===== config.mk =====
export PLATFORM = sky130hd
export DESIGN_NAME = battery_gauge_from_adc_reply_core
export DESIGN_NICKNAME = d
export VERILOG_FILES = /design/src/rtl/core/bgauge_pkg.sv /design/src/rtl/core/bgauge_decode.sv /design/src/rtl/core/bgauge_state.sv /design/src/rtl/core/battery_gauge_from_adc_reply_core.sv
export SDC_FILE = /design/constraint.sdc
export NUM_CORES = 1
export LEC_CHECK = 0
export ABC_AREA = 1
export BUFFER_PORTS_ARGS = -buffer_cell sky130_fd_sc_hd__buf_2
export CAP_MARGIN = 5
export CELL_PAD_IN_SITES_DETAIL_PLACEMENT = 0
export CELL_PAD_IN_SITES_GLOBAL_PLACEMENT = 1
export CORE_ASPECT_RATIO = 1.2
export CORE_UTILIZATION = 48
export CTS_CLUSTER_SIZE = 28
export DETAILED_ROUTE_END_ITERATION = 10
export PLACE_DENSITY_LB_ADDON = 0.1
export SLEW_MARGIN = 20
export SYNTH_ARGS = -nofsm -noshare
export SYNTH_HDL_FRONTEND = slang
export SYNTH_SLANG_ARGS = --single-unit

===== constraint.sdc =====
create_clock -name clock -period 19 [get_ports clock]
set_input_delay 0.95 -clock clock [delete_from_list [all_inputs] [get_ports clock]]
set_output_delay 0.95 -clock clock [all_outputs]
set_load 0.005 [all_outputs]

===== src/rtl/core/bgauge_pkg.sv =====
// Shared types and constants for the battery gauge core.
// No dependencies; imported by every module of the block.
`default_nettype none

package bgauge_pkg;

   localparam int unsigned CharWidth  = 8;
   localparam int unsigned VoltWidth  = 13;
   localparam int unsigned CodeWidth  = 8;
   localparam int unsigned PctWidth   = 7;
   localparam int unsigned StepCount  = 9;

   // reply character checks
   localparam logic [CharWidth-1:0] CHAR_MIN_HUNDREDS = 8'h33;
   localparam logic [CharWidth-1:0] CHAR_DIGIT_LO     = 8'h30;
   localparam logic [CharWidth-1:0] CHAR_DIGIT_HI     = 8'h39;

   // ASCII bias (5328) plus code offset (330), taken mod 256
   localparam logic [CodeWidth-1:0] CODE_BIAS        = 8'd26;
   localparam logic [CodeWidth-1:0] CODE_MIN         = 8'd113;

   localparam logic [VoltWidth-1:0] VOLT_RESET       = 13'd3699;
   localparam logic [VoltWidth-1:0] MV_BASE          = 13'd2440;
   localparam logic [9:0]           LEVEL_BASE       = 10'd305;

   localparam logic [CodeWidth-1:0] LVL_NORMAL_ABOVE = 8'd145;
   localparam logic [CodeWidth-1:0] LVL_ULTRA_BELOW  = 8'd122;
   localparam logic [CodeWidth-1:0] LVL_LOW_BELOW    = 8'd138;
   localparam logic [CodeWidth-1:0] LVL_FULL         = 8'd212;

   localparam logic [PctWidth-1:0]  PCT_RESET        = 7'd12;
   localparam logic [PctWidth-1:0]  PCT_DEFAULT      = 7'd44;
   localparam logic [PctWidth-1:0]  PCT_LOW          = 7'd5;
   localparam logic [PctWidth-1:0]  PCT_ULTRA        = 7'd1;
   localparam logic [PctWidth-1:0]  PCT_FULL         = 7'd100;

   typedef logic [CodeWidth-1:0] step_thresh_type [StepCount];
   typedef logic [PctWidth-1:0]  step_pct_type    [StepCount];

   localparam step_thresh_type STEP_THRESH = '{
      8'd203, 8'd191, 8'd182, 8'd170, 8'd163, 8'd157, 8'd151, 8'd145, 8'd138
   };
   localparam step_pct_type STEP_PCT = '{
      7'd90, 7'd80, 7'd70, 7'd60, 7'd50, 7'd40, 7'd30, 7'd20, 7'd10
   };

   typedef enum logic [1:0] {
      LOW_NORMAL = 2'd0,
      LOW_LOW    = 2'd1,
      LOW_ULTRA  = 2'd2
   } low_state_type;

   // decoded reply handed from the decoder to the state update
   typedef struct packed {
      logic                 taken;
      logic [CodeWidth-1:0] code;
   } sample_type;

   // state after one reply, as reported on the result channel
   typedef struct packed {
      logic                 taken;
      logic [VoltWidth-1:0] voltage;
      low_state_type        low;
      logic [PctWidth-1:0]  percent;
   } gauge_type;

endpackage

`default_nettype wire


===== src/rtl/core/bgauge_decode.sv =====
// ASCII reply checker and 8-bit code former.
// Depends on bgauge_pkg.
`default_nettype none

module bgauge_decode (
   input  wire logic [7:0]             digit_hundreds,
   input  wire logic [7:0]             digit_tens,
   input  wire logic [7:0]             digit_units,
   output bgauge_pkg::sample_type      sample
);
   import bgauge_pkg::*;

   logic                 reply_ok;
   logic [CodeWidth-1:0] part_hundreds;
   logic [CodeWidth-1:0] part_tens;
   logic [CodeWidth-1:0] code;

   assign reply_ok = (digit_hundreds >= CHAR_MIN_HUNDREDS) &&
                     (digit_units >= CHAR_DIGIT_LO) && (digit_units <= CHAR_DIGIT_HI);

   // only the low byte of the decimal value survives
   assign part_hundreds = 8'(16'(digit_hundreds) * 16'd100);
   assign part_tens     = 8'(16'(digit_tens) * 16'd10);
   assign code          = part_hundreds + part_tens + digit_units - CODE_BIAS;

   assign sample.taken = reply_ok && (code > CODE_MIN);
   assign sample.code  = code;

endmodule

`default_nettype wire


===== src/rtl/core/bgauge_state.sv =====
// Gauge state: filtered voltage, level code, low state with hysteresis, percentage.
// Depends on bgauge_pkg.
`default_nettype none

module bgauge_state (
   input  wire logic                  clock,
   input  wire logic                  reset,
   input  wire logic                  update,
   input  wire bgauge_pkg::sample_type sample,
   input  wire logic                  level_update,
   output bgauge_pkg::gauge_type      gauge_next
);
   import bgauge_pkg::*;

   logic [VoltWidth-1:0] volt_ff,    volt_in;
   logic                 have_ff,    have_in;
   logic [CodeWidth-1:0] level_ff,   level_in;
   low_state_type        low_ff,     low_in;
   logic [PctWidth-1:0]  pct_ff,     pct_in;

   logic [VoltWidth-1:0] volt_get;
   logic [VoltWidth-1:0] volt_prev;
   logic [VoltWidth:0]   volt_sum;
   logic [VoltWidth-1:0] volt_avg;
   logic [9:0]           volt_div8;
   logic [CodeWidth-1:0] level_new;
   logic [PctWidth-1:0]  pct_step;

   assign volt_get  = VoltWidth'({sample.code, 3'b000}) + MV_BASE;
   assign volt_prev = have_ff ? volt_ff : volt_get;
   assign volt_sum  = {1'b0, volt_get} + {1'b0, volt_prev};
   assign volt_avg  = volt_sum[VoltWidth:1];
   assign volt_div8 = volt_avg[VoltWidth-1:3];
   assign level_new = 8'(volt_div8 - LEVEL_BASE);

   always_comb begin
      volt_in  = volt_ff;
      have_in  = have_ff;
      level_in = level_ff;
      low_in   = low_ff;
      if (sample.taken) begin
         volt_in  = volt_avg;
         have_in  = 1'b1;
         level_in = level_new;
         if (level_new > LVL_NORMAL_ABOVE) begin
            low_in = LOW_NORMAL;
         end else if (level_new < LVL_ULTRA_BELOW) begin
            low_in = LOW_ULTRA;
         end else if (level_new < LVL_LOW_BELOW) begin
            low_in = LOW_LOW;
         end
      end
   end

   // first threshold at or below the level wins; scan backward so it lands last
   always_comb begin
      pct_step = PCT_DEFAULT;
      for (int i = StepCount - 1; i >= 0; i--) begin
         if (STEP_THRESH[i] <= level_in) begin
            pct_step = STEP_PCT[i];
         end
      end
   end

   always_comb begin
      pct_in = pct_ff;
      if (level_update) begin
         pct_in = pct_step;
         if (low_in == LOW_LOW) begin
            pct_in = PCT_LOW;
         end else if (low_in == LOW_ULTRA) begin
            pct_in = PCT_ULTRA;
         end
         if (level_in >= LVL_FULL) begin
            pct_in = PCT_FULL;
         end
      end
   end

   always_ff @(posedge clock) begin
      if (reset) begin
         volt_ff  <= VOLT_RESET;
         have_ff  <= 1'b0;
         level_ff <= '0;
         low_ff   <= LOW_NORMAL;
         pct_ff   <= PCT_RESET;
      end else if (update) begin
         volt_ff  <= volt_in;
         have_ff  <= have_in;
         level_ff <= level_in;
         low_ff   <= low_in;
         pct_ff   <= pct_in;
      end
   end

   assign gauge_next.taken   = sample.taken;
   assign gauge_next.voltage = volt_in;
   assign gauge_next.low     = low_in;
   assign gauge_next.percent = pct_in;

endmodule

`default_nettype wire


===== src/rtl/core/battery_gauge_from_adc_reply_core.sv =====
// Top level of the battery gauge fed by three-character ADC replies.
// Depends on bgauge_pkg, bgauge_decode and bgauge_state.
`default_nettype none

// Each request beat carries one ADC reply (three ASCII characters) and a
// level-mode flag; each accepted beat yields exactly one response beat with
// the sample-taken flag and the gauge state after that reply: filtered
// voltage in mV, low-battery state (0 normal, 1 low, 2 ultra low) and the
// held percentage. A beat is taken every cycle when the response side keeps
// up. The reply lands in an input register, then a single pass of decode,
// filter and hysteresis logic updates the gauge state and loads the response
// register in the same cycle, so back-to-back beats see each other's state.
// After reset the voltage reads 3699 mV, the state is normal and the
// percentage is 12 until the first sample or level update.
module battery_gauge_from_adc_reply_core (
   input  wire logic        clock,
   input  wire logic        reset,
   input  wire logic        req_tvalid,
   output      logic        req_tready,
   input  wire logic [23:0] req_tdata,  // digit_hundreds[7:0], digit_tens[15:8],
                                        // digit_units[23:16]
   input  wire logic [0:0]  req_tuser,  // level_update[0]
   output      logic        rsp_tvalid,
   input  wire logic        rsp_tready,
   output      logic [23:0] rsp_tdata,  // voltage_mv[12:0], low_state[14:13],
                                        // level_percent[21:15], zero[23:22]
   output      logic [0:0]  rsp_tuser   // sample_taken[0]
);
   import bgauge_pkg::*;

   logic        in_valid_ff, in_valid_in;
   logic [23:0] in_data_ff;
   logic        in_mode_ff;
   logic        out_valid_ff, out_valid_in;
   gauge_type   out_gauge_ff;

   logic        advance;
   sample_type  sample;
   gauge_type   gauge_next;

   // move the held reply into the response register when that slot frees up
   assign advance    = in_valid_ff && (!out_valid_ff || rsp_tready);
   assign req_tready = !in_valid_ff || advance;

   assign in_valid_in  = (req_tvalid && req_tready) || (in_valid_ff && !advance);
   assign out_valid_in = advance || (out_valid_ff && !rsp_tready);

   bgauge_decode u_decode (
      .digit_hundreds (in_data_ff[7:0]),
      .digit_tens     (in_data_ff[15:8]),
      .digit_units    (in_data_ff[23:16]),
      .sample         (sample)
   );

   // state only advances together with the reply that drives it
   bgauge_state u_state (
      .clock        (clock),
      .reset        (reset),
      .update       (advance),
      .sample       (sample),
      .level_update (in_mode_ff),
      .gauge_next   (gauge_next)
   );

   always_ff @(posedge clock) begin
      if (reset) begin
         in_valid_ff  <= 1'b0;
         out_valid_ff <= 1'b0;
      end else begin
         in_valid_ff  <= in_valid_in;
         out_valid_ff <= out_valid_in;
      end
   end

   // payload: load the input on acceptance and the response on advance, hold otherwise
   always_ff @(posedge clock) begin
      if (req_tvalid && req_tready) begin
         in_data_ff <= req_tdata;
         in_mode_ff <= req_tuser[0];
      end
      if (advance) begin
         out_gauge_ff <= gauge_next;
      end
   end

   assign rsp_tvalid = out_valid_ff;
   assign rsp_tuser  = out_gauge_ff.taken;
   assign rsp_tdata  = {2'b00, out_gauge_ff.percent, out_gauge_ff.low,
                        out_gauge_ff.voltage};

   // filtered voltage never leaves the span of possible samples
   a_volt_range: assert property (@(posedge clock) disable iff (reset)
      rsp_tvalid |-> (out_gauge_ff.voltage >= 13'd3352) && (out_gauge_ff.voltage <= 13'd4480))
      else $error("filtered voltage out of range");

   a_low_code: assert property (@(posedge clock) disable iff (reset)
      rsp_tvalid |-> (rsp_tdata[14:13] != 2'd3))
      else $error("undefined low state code");

   a_pct_range: assert property (@(posedge clock) disable iff (reset)
      rsp_tvalid |-> (out_gauge_ff.percent <= PCT_FULL))
      else $error("percentage above full");

   a_advance_lands: assert property (@(posedge clock) disable iff (reset)
      advance |=> out_valid_ff)
      else $error("advanced reply lost before response");

   a_no_overrun: assert property (@(posedge clock) disable iff (reset)
      (out_valid_ff && !rsp_tready) |-> !advance)
      else $error("response overwritten while stalled");

endmodule

`default_nettype wire

==> results of run 1 <==
placed cells by master (no fill, tap or decap), types with 3 or more instances in the layout:
| master | n |
|---|---|
| xnor2_1 | 5 |
| clkbuf_16 | 9 |
| edfxtp_1 | 47 |
| nand3_2 | 4 |
| nor2_1 | 33 |
| o211ai_1 | 3 |
| fa_1 | 8 |
| buf_2 | 52 |
| nand3_1 | 43 |
| nand3b_1 | 7 |
| inv_2 | 7 |
| inv_1 | 105 |
| inv_6 | 3 |
| xor2_1 | 10 |
| dfxtp_1 | 33 |
| a31oi_1 | 3 |
| nand4_1 | 4 |
| o21ai_1 | 5 |
| nand2_2 | 14 |
| nand2_1 | 207 |
| o21ai_0 | 45 |
| a21oi_1 | 35 |
| ha_1 | 39 |
logic make-up (layout without fill, tap and decap cells):
logic type      Yosys count  count (layout)  synth area share, %
buf+inv                 130             182                 9.29
compound gates          110             110                 11.5
flops                    80              80                 37.9
fa+ha+maj                47              47                 11.9
xor+xnor                 17              17                 3.00
simple gates            326             326                 26.4
other cells               1               2               0.0686
sequential cells by signal (all words and copies together) (netlist names), 2 cells and up:
register and cells:
u_state.pct_ff 7, rsp_tdata 22, in_data_ff 23, u_state.low_ff 2
u_state.volt_ff 13, u_state.level_ff 8
worst register-to-register path, delay by kind of cell, from the launching register on:
kind,cells,cell delay (ns)
and+or+nand+nor,14,1.37
adders and majority gates,8,2.66
AOI/OAI and AO/OA,5,1.22
buffers and inverters,7,0.54
xor gates and xnor gates,3,0.64
DFF,1,0.42
area by class of cell:
cell class / instances / area share, %
clock buffers: 9 / 3.67
flip-flops and latches: 80 / 33.8
multi-input cells: 502 / 47.2
clock inverters: 7 / 1.39
well taps: 132 / 2.69
inverters: 113 / 6.91
repair buffers: 53 / 4.36
synth_stat cells, drive strengths merged, types with 2 or more instances:
library cell	number	area share, %
nand2	223	16
inv	112	7.7
o21ai	52	5.0
nand3	48	5.0
edfxtp	47	26
ha	39	8.9
a21oi	37	3.5
nor2	35	2.5
dfxtp	33	12
clkbuf	12	0.82
xor2	12	2.2
fa	8	2.9
nand3b	7	0.96
buf	5	0.71
nand4	5	0.69
nor3	5	0.73
xnor2	5	0.80
a21boi	3	0.41
a31oi	3	0.34
o211ai	3	0.41
a211oi	2	0.27
o21a	2	0.27
o221ai	2	0.32
o31ai	2	0.27
or2	2	0.23
metrics by stage:
step | hold slack [ns] | cell area, µm² | utilization, % | worst slack, ns | std cells
5_1_grt | 0.486 | 6140 | 55.6 | 11.60 | 896
4_1_cts | 0.471 | 6130 | 55.6 | 12.10 | 896
6_report | 0.467 | 6140 | 55.6 | 12.13 | 896
3_3_place_gp | 0.448 | 5820 | 52.7 | 12.29 | 880
2_1_floorplan | 0.439 | 5470 | - | 13.03 | 712
3_5_place_dp | 0.458 | 5820 | 52.7 | 12.12 | 880
routing by layer:
metal	vias to the layer above	routed length [µm]	GRT usage, %
met3	19	358	3.70
met4	0	280	8.09
met2	77	6370	41.4
met5	-	0	0
met1	2126	4960	24.2
li1	2402	-	-
worst paths after layout:
path | startpoint | to | slack, ns
worst max-delay path | in_data_ff[9] | u_state.pct_ff[4] | 12.13
worst max register to register | in_data_ff[9] | u_state.pct_ff[4] | 12.13
worst min-delay path | u_state.level_ff[0] | u_state.level_ff[0] | 0.47
worst min register to register | u_state.level_ff[0] | u_state.level_ff[0] | 0.47
==> metrics.md, run 1 <==
| Metric | Value |
|---|---|
| Core Box Area | `11000 µm²` |
| Fin. max-slew vios | `0` |
| Vias per cell | `5.16` |
| P&R area growth vs syn | `12.2%` |
| Total number of vias | `4624` |
| 1st-iter DRT viols | `205` |
| Max Clock Skew | `0.00694 ns` |
| Routed Antenna Nets | `0` |
| Max-slew headroom | `43.3%` |
| Vias in the first global route | `4417` |
| Max incr delay on CP | `0.54 ns` |
| Die height | `~120 µm` |
| Unrepaired setup endpoints after global routing | `no` |
| Setup Fix Bufs, Post-CTS | `0` |
| Synth Instances | `slightly above 700` |
| Yosys cell types | `48` |
| Clock buffer count from CTS | `9` |
| Setup TNS | `0 ns` |
| Post-Route WL | `12000 µm` |
| Fillers | `1040` |
| Setup crit end kind | `flop` |
| Synth warnings | `0` |
| CTS tree | `yes` |
| DRC viols | `0` |
| # rows | `between 40 and 50` |
| Routed WL per cell | `13.4 µm` |
| Number of diodes | `0` |
| PortBufs | `52` |
| Die Area | `around 12000 µm²` |
| Ys flop type | `edfxtp_1` |
| Setup-failing EPs final | `0` |
| Seq cells post-synth | `80` |
| Hold path depth | `2` |
| Worst-Skew Late Latency | `0.34 ns` |
| Total of max-cap violations | `0` |
| CP Max Fanout | `6` |
| Critical path depth in cells | `37` |
| Crit path kind | `reg2reg` |
| Gpl congestion | `0.879` |
| CTS clock-pin slew for the worst setup and hold paths | `0.07 ns` |
| Mapped cell area | `5470 µm²` |
| Slowest cell on crit path | `fa_1` |
| Largest net degree at the start of global routing | `37` |
| Crit path max-delay family | `adder cells` |
| Hold buffer count at cts | `0` |
| First-pass GRT wire length | `20200 µm` |
| Fin crit share | `about 36%` |
| Register cell area after layout | `2070 µm²` |
| Post-cts resize count | `0` |
| Fin. Hold Viols | `0` |
| Worst-margin pin slew | `0.850 ns` |
| Seq/Total Area, Yosys | `37.9%` |
| Drt pass-1 iters | `4` |
| Req. time, crit path | `19.29 ns` |
| Fin crit period | `6.87 ns` |
| Clk sink count | `80` |
| Post-synth EDFFs | `47` |
| Final nets | `around 840` |
| Die Width | `99.4 µm` |
| Multi-input gate area in the final layout | `between 2000 and 3000 µm²` |
| Buffers & Inverters on Critical Path | `7` |
| Clk root buf | `clkbuf_16` |
| Synthesized area per cell | `a little under 8 µm²` |
| Grt total ovfl | `0` |
| Initial antenna violation count | `0` |
| Startpoint class of the critical path | `flop` |
| Crit-path most repeated cell | `nand2_1` |
| Placed wire-length estimate | `9280 µm` |
| IO Pins | `56` |
| Fmax | `0.145 GHz` |
| Critical path data arrival time | `about 7 ns` |
| Initial Util | `between 40% and 50%` |
| R2R cell count | `37` |
| Status | `finished, final reports clean` |
| Hold Crit Class | `reg2reg` |
| Total GRT Usage | `around 22%` |
| CTS max path bufs | `2` |
| Layout cell share with drive strength beyond 1 | `14.7%` |
| H-tree depth | `3` |
| Share of flip-flops with an asynchronous set or reset | `0%` |
Power of run 1 is left out: the tool's default activity adds up to more than one toggle a clock period on the data nets, which glitch-free logic cannot reach.
==> run 2: changes to the inputs <==
--- a/config.mk
+++ b/config.mk
@@ -11,7 +11,7 @@
 export CELL_PAD_IN_SITES_DETAIL_PLACEMENT = 0
 export CELL_PAD_IN_SITES_GLOBAL_PLACEMENT = 1
 export CORE_ASPECT_RATIO = 1.2
-export CORE_UTILIZATION = 48
+export CORE_UTILIZATION = 40
 export CTS_CLUSTER_SIZE = 28
 export DETAILED_ROUTE_END_ITERATION = 10
 export PLACE_DENSITY_LB_ADDON = 0.1
==> constraint.sdc (replaced) <==
create_clock -name clock -period 6.05 [get_ports clock]
set_input_delay 0.3025 -clock clock [delete_from_list [all_inputs] [get_ports clock]]
set_output_delay 0.3025 -clock clock [all_outputs]
set_load 0.005 [all_outputs]
==> metrics.md, run 2 (synthesized netlist as in run 1, its figures left out) <==
| Metric | Value |
|---|---|
| Final Non-Filler Cells | `1023 (was 896)` |
| Most frequent cells in the layout | `nand2_1 (183), inv_1 (92), buf_4 (88) (was nand2_1 (207), inv_1 (105), buf_2 (52))` |
| Number of diodes | `0 (unchanged)` |
| Vias in the first global route | `5030 (was 4417)` |
| CTS tree | `yes (unchanged)` |
| Cell area after layout | `7470 µm² (was 6140 µm²)` |
| 1st-iter DRT viols | `271 (was 205)` |
| Post-Route WL | `14500 µm (was 12000 µm)` |
| IO Pins | `56 (unchanged)` |
| PortBufs | `52 (unchanged)` |
| Placed wire-length estimate | `10700 µm (was 9280 µm)` |
| Req. time, crit path | `6.12 ns (was 19.29 ns)` |
| P&R area growth vs syn | `36.6% (was 12.2%)` |
| Hold Crit Class | `in2reg (was reg2reg)` |
| # rows | `46 (was 42)` |
| Routed Antenna Nets | `0 (unchanged)` |
| Worst-Skew Late Latency | `0.34 ns (about the same)` |
| Startpoint class of the critical path | `flop (unchanged)` |
| Fillers | `1232 (was 1040)` |
| Unrepaired setup endpoints after global routing | `yes (was no)` |
| Fin. max-slew vios | `0 (unchanged)` |
| CTS max path bufs | `2 (unchanged)` |
| Crit-path most repeated cell | `buf_4 (was nand2_1)` |
| Drt pass-1 iters | `6 (was 4)` |
| Max incr delay on CP | `0.54 ns (about the same)` |
| Total GRT Usage | `21.1% (was 21.9%)` |
| Layout cell share with drive strength beyond 1 | `33.2% (was 14.7%)` |
| Total of max-cap violations | `0 (unchanged)` |
| Status | `finished, final reports clean (unchanged)` |
| Die Width | `109 µm (was 99.4 µm)` |
| Max-slew headroom | `41.7% (was 43.3%)` |
| Final nets | `926 (was 835)` |
| Setup TNS | `0 ns (unchanged)` |
| Clock buffer count from CTS | `9 (unchanged)` |
| Initial Util | `41.1% (was 49.5%)` |
| First-pass GRT wire length | `22800 µm (was 20200 µm)` |
| Core Box Area | `13300 µm² (was 11000 µm²)` |
| Setup-failing EPs final | `0 (unchanged)` |
| Clk sink count | `80 (unchanged)` |
| H-tree depth | `3 (unchanged)` |
| Gpl congestion | `0.838 (was 0.879)` |
| Routed WL per cell | `14.2 µm (was 13.4 µm)` |
| Placed cell area | `6280 µm² (was 5820 µm²)` |
| Initial antenna violation count | `0 (unchanged)` |
| Hold buffer count at cts | `0 (unchanged)` |
| # placed instances | `971 (was 880)` |
| Max Clock Skew | `0.0103 ns (was 0.00694 ns)` |
| DRC viols | `0 (unchanged)` |
| Grt total ovfl | `0 (unchanged)` |
| Max reg flops | `23 (unchanged)` |
| Clk root buf | `clkbuf_16 (unchanged)` |
| Crit path kind | `reg2reg (unchanged)` |
| CP Max Fanout | `5 (was 6)` |
| Top reg by flops | `in_data_ff (unchanged)` |
| Setup crit end kind | `flop (unchanged)` |
| Worst-margin pin slew | `0.873 ns (was 0.850 ns)` |
| Die height | `130 µm (was 119 µm)` |
| Fin crit period | `6.04 ns (was 6.87 ns)` |
| Fin crit share | `99.9% (was 36.2%)` |
| Total number of vias | `5069 (was 4624)` |
| Slowest cell on crit path | `fa_2 (was fa_1)` |
| Fin. Hold Viols | `0 (unchanged)` |
| Fmax | `0.166 GHz (was 0.145 GHz)` |
| Critical path data arrival time | `6.11 ns (was 7.16 ns)` |
| Largest net degree at the start of global routing | `33 (was 37)` |
| Most common cell after layout, fill and taps aside | `nand2_1 (unchanged)` |
| CTS clock-pin slew for the worst setup and hold paths | `0.07 ns (about the same)` |
| Die Area | `14100 µm² (was 11800 µm²)` |
| Vias per cell | `4.96 (was 5.16)` |
## run 2: area by class of cell
class / instances / area [µm²] / area share [%]
multi-input cells: 502 / 3440 / 46.1
flip-flops and latches: 80 / 2070 / 27.7
repair buffers: 144 / 966 / 12.9
inverters: 113 / 427 / 5.71
clock buffers: 10 / 250 / 3.35
well taps: 168 / 210 / 2.82
clock inverters: 6 / 103 / 1.37
## run 2: path summary, 6_finish.rpt
| kind | to | startpoint | slack, ns | cells past startpoint |
|---|---|---|---|---|
| max | rsp_tdata[11] | in_data_ff[9] | 0.008 | 33 |
| min | in_data_ff[5] | req_tdata[5] | 0.13 | 1 |
| max reg2reg | rsp_tdata[11] | in_data_ff[9] | 0.008 | 33 |
| min reg2reg | rsp_tvalid | in_valid_ff | 0.47 | 2 |
## run 2: what timing repair did
| action | in CTS | in global routing |
|---|---|---|
| pin swaps | 48 | 57 |
| setup buffers | 30 | 7 |
| gates resized for setup | 56 | 75 |
| setup endpoints to repair | 14 | 19 |
## run 2: stage by stage
step	setup WS, ns	hold WS, ns	utilization [%]
3_3_place_gp	-0.257	0.449	47.2
4_1_cts	-0.0139	0.123	53.4
3_5_place_dp	-0.424	0.460	47.2
6_report	0.00769	0.132	56.2
5_1_grt	-0.363	0.119	56.2
2_1_floorplan	0.0798	0.401	-
## run 2: per-layer routing
metal	wire, µm	vias to the layer above	share of wire (%)	global-route usage [%]
met4	421	0	2.9	8.74
met2	7870	94	54	40.2
met5	0	-	0	0
li1	-	2579	-	-
met3	433	28	3.0	3.40
met1	5770	2368	40	22.8
## run 2: worst max-delay path: cells and delay by family (launching register included)
family	cells	cell delay, ns
buffers and inverters	13	1.47
and+or+nand+nor	7	0.75
adders and majority gates	7	2.33
xor gates and xnor gates	3	0.48
AOI/OAI and AO/OA	3	0.30
DFF	1	0.44
Power of run 2 is left out for the same reason.
==> run 3: changes to the inputs <==
--- a/config.mk
+++ b/config.mk
@@ -11,9 +11,10 @@
 export CELL_PAD_IN_SITES_DETAIL_PLACEMENT = 0
 export CELL_PAD_IN_SITES_GLOBAL_PLACEMENT = 1
 export CORE_ASPECT_RATIO = 1.2
-export CORE_UTILIZATION = 40
+export CORE_UTILIZATION = 48
 export CTS_CLUSTER_SIZE = 28
 export DETAILED_ROUTE_END_ITERATION = 10
+export GPL_TIMING_DRIVEN = 0
 export PLACE_DENSITY_LB_ADDON = 0.1
 export SLEW_MARGIN = 20
 export SYNTH_ARGS = -nofsm -noshare
==> constraint.sdc (replaced) <==
create_clock -name clock -period 7.2 [get_ports clock]
set_input_delay 1.08 -clock clock [delete_from_list [all_inputs] [get_ports clock]]
set_output_delay 1.08 -clock clock [all_outputs]
set_load 0.005 [all_outputs]
==> metrics.md, run 3 (synthesized netlist as in run 1, its figures left out) <==
| Metric | Value |
|---|---|
| P&R area growth vs syn | `14.9% (was 36.6%)` |
| Die Width | `99.4 µm (was 109 µm)` |
| Crit path max-delay family | `adder cells (unchanged)` |
| Worst-Skew Late Latency | `0.34 ns (about the same)` |
| Most frequent cells in the layout | `nand2_1 (207), inv_1 (105), buf_2 (53) (was nand2_1 (183), inv_1 (92), buf_4 (88))` |
| CTS clock-pin slew for the worst setup and hold paths | `0.06 ns (was 0.07 ns)` |
| IO Pins | `56 (unchanged)` |
| Total number of vias | `4679 (was 5069)` |
| H-tree depth | `3 (unchanged)` |
| Final Non-Filler Cells | `914 (was 1023)` |
| Clk sink count | `80 (unchanged)` |
| Buffers & Inverters on Critical Path | `6 (was 13)` |
| Worst-margin pin slew | `0.887 ns (was 0.873 ns)` |
| Total of max-cap violations | `0 (unchanged)` |
| Final nets | `853 (was 926)` |
| Initial Util | `49.5% (was 41.1%)` |
| Status | `finished, final reports clean (unchanged)` |
| First-pass GRT wire length | `20600 µm (was 22800 µm)` |
| Fmax | `0.151 GHz (was 0.166 GHz)` |
| Routed WL per cell | `13.8 µm (was 14.2 µm)` |
| Initial antenna violation count | `0 (unchanged)` |
| Clock buffer count from CTS | `9 (unchanged)` |
| Cell area after layout | `6280 µm² (was 7470 µm²)` |
| Unrepaired setup endpoints after global routing | `no (was yes)` |
| Min Hold Slack | `0.468 ns (was 0.132 ns)` |
| Number of diodes | `0 (unchanged)` |
| DRC viols | `0 (unchanged)` |
| Setup crit end kind | `flop (unchanged)` |
| Max-slew headroom | `40.8% (was 41.7%)` |
| Hold Crit Class | `reg2reg (was in2reg)` |
| Die height | `119 µm (was 130 µm)` |
| Startpoint class of the critical path | `flop (unchanged)` |
| Core Box Area | `11000 µm² (was 13300 µm²)` |
| CTS max path bufs | `2 (unchanged)` |
| Setup-failing EPs final | `0 (unchanged)` |
| Crit-path most repeated cell | `nand2_1 (was buf_4)` |
| Gpl congestion | `0.888 (was 0.838)` |
| Drt pass-1 iters | `5 (was 6)` |
| Vias per cell | `5.12 (was 4.96)` |
| Total GRT Usage | `22.6% (was 21.1%)` |
| Post-Route WL | `12600 µm (was 14500 µm)` |
| Most common cell after layout, fill and taps aside | `nand2_1 (unchanged)` |
| # rows | `42 (was 46)` |
| Fin. Hold Viols | `0 (unchanged)` |
| CTS tree | `yes (unchanged)` |
| Layout cell share with drive strength beyond 1 | `15.6% (was 33.2%)` |
| Req. time, crit path | `7.48 ns (was 6.12 ns)` |
| Fin. max-slew vios | `0 (unchanged)` |
| 1st-iter DRT viols | `136 (was 271)` |
| # placed instances | `897 (was 971)` |
| Grt total ovfl | `0 (unchanged)` |
| Max incr delay on CP | `0.55 ns (was 0.54 ns)` |
| Placed wire-length estimate | `10200 µm (was 10700 µm)` |
| Clk root buf | `clkbuf_16 (unchanged)` |
| Critical path data arrival time | `6.90 ns (was 6.11 ns)` |
| Top reg by flops | `in_data_ff (unchanged)` |
| Slowest cell on crit path | `fa_1 (was fa_2)` |
| Placed cell area | `5930 µm² (was 6280 µm²)` |
| Fin crit period | `6.61 ns (was 6.04 ns)` |
| Die Area | `11800 µm² (was 14100 µm²)` |
| Max Clock Skew | `0.00864 ns (was 0.0103 ns)` |
| Max reg flops | `23 (unchanged)` |
| Fin crit share | `91.9% (was 99.9%)` |
| Crit path kind | `reg2reg (unchanged)` |
| CP Max Fanout | `6 (was 5)` |
| Routed Antenna Nets | `0 (unchanged)` |
| Largest net degree at the start of global routing | `25 (was 33)` |
| Vias in the first global route | `4542 (was 5030)` |
| PortBufs | `52 (unchanged)` |
| Setup TNS | `0 ns (unchanged)` |
run 3: cell types whose count changed in the layout (fill, tap and decap cells not counted), sizes merged:
cell	before	now
buf	144	59
clkbuf	10	22
bufinv	2	1
clkinv	1	2
run 3: layout make-up:
cell class / count / area [µm²]
multi-input cells: 502 / 2910
fillers: 1048 / 4760
flip-flops and latches: 80 / 2070
inverters: 113 / 424
plain buffers: 17 / 85.1
clock buffers: 10 / 250
repair buffers: 54 / 295
well taps: 132 / 165
clock inverters: 6 / 78.8
run 3: worst register-to-register path: cells and delay by family (launching register included):
family	cells	cell delay, ns
adders and majority gates	8	2.79
xor gates and xnor gates	3	0.82
DFF	1	0.40
AOI/OAI and AO/OA	4	1.03
and+or+nand+nor	12	1.04
buffers and inverters	6	0.47
run 3: final timing paths:
check | startpoint | endpoint | slack [ns] | cells past startpoint
max | in_data_ff[11] | u_state.pct_ff[3] | 0.59 | 33
min | u_state.level_ff[4] | u_state.level_ff[4] | 0.47 | 2
max reg2reg | in_data_ff[11] | u_state.pct_ff[3] | 0.59 | 33
min reg2reg | u_state.level_ff[4] | u_state.level_ff[4] | 0.47 | 2
run 3: repair_timing:
action                                  in CTS  in global routing
hold buffers                                 0                  0
buffers inserted                             0                  1
endpoints found under the setup margin       0                 14
resized for setup                            0                  5
run 3: per-layer routing:
layer	up-vias	share of wire (%)	GRT usage, %
met5	-	0	0
met2	73	55	43.9
li1	2438	-	-
met4	0	3.2	10.6
met3	32	2.0	3.05
met1	2136	40	23.6
run 3: stage by stage:
| stage | util [%] | worst slack [ns] |
|---|---|---|
| after floorplan | - | 1.23 |
| after global placement | 53.4 | 0.346 |
| after CTS | 56.7 | 0.205 |
| after detailed placement | 53.7 | 0.276 |
| final | 56.9 | 0.586 |
| after global routing | 56.9 | 0.0162 |
Power of run 3 is left out for the same reason.
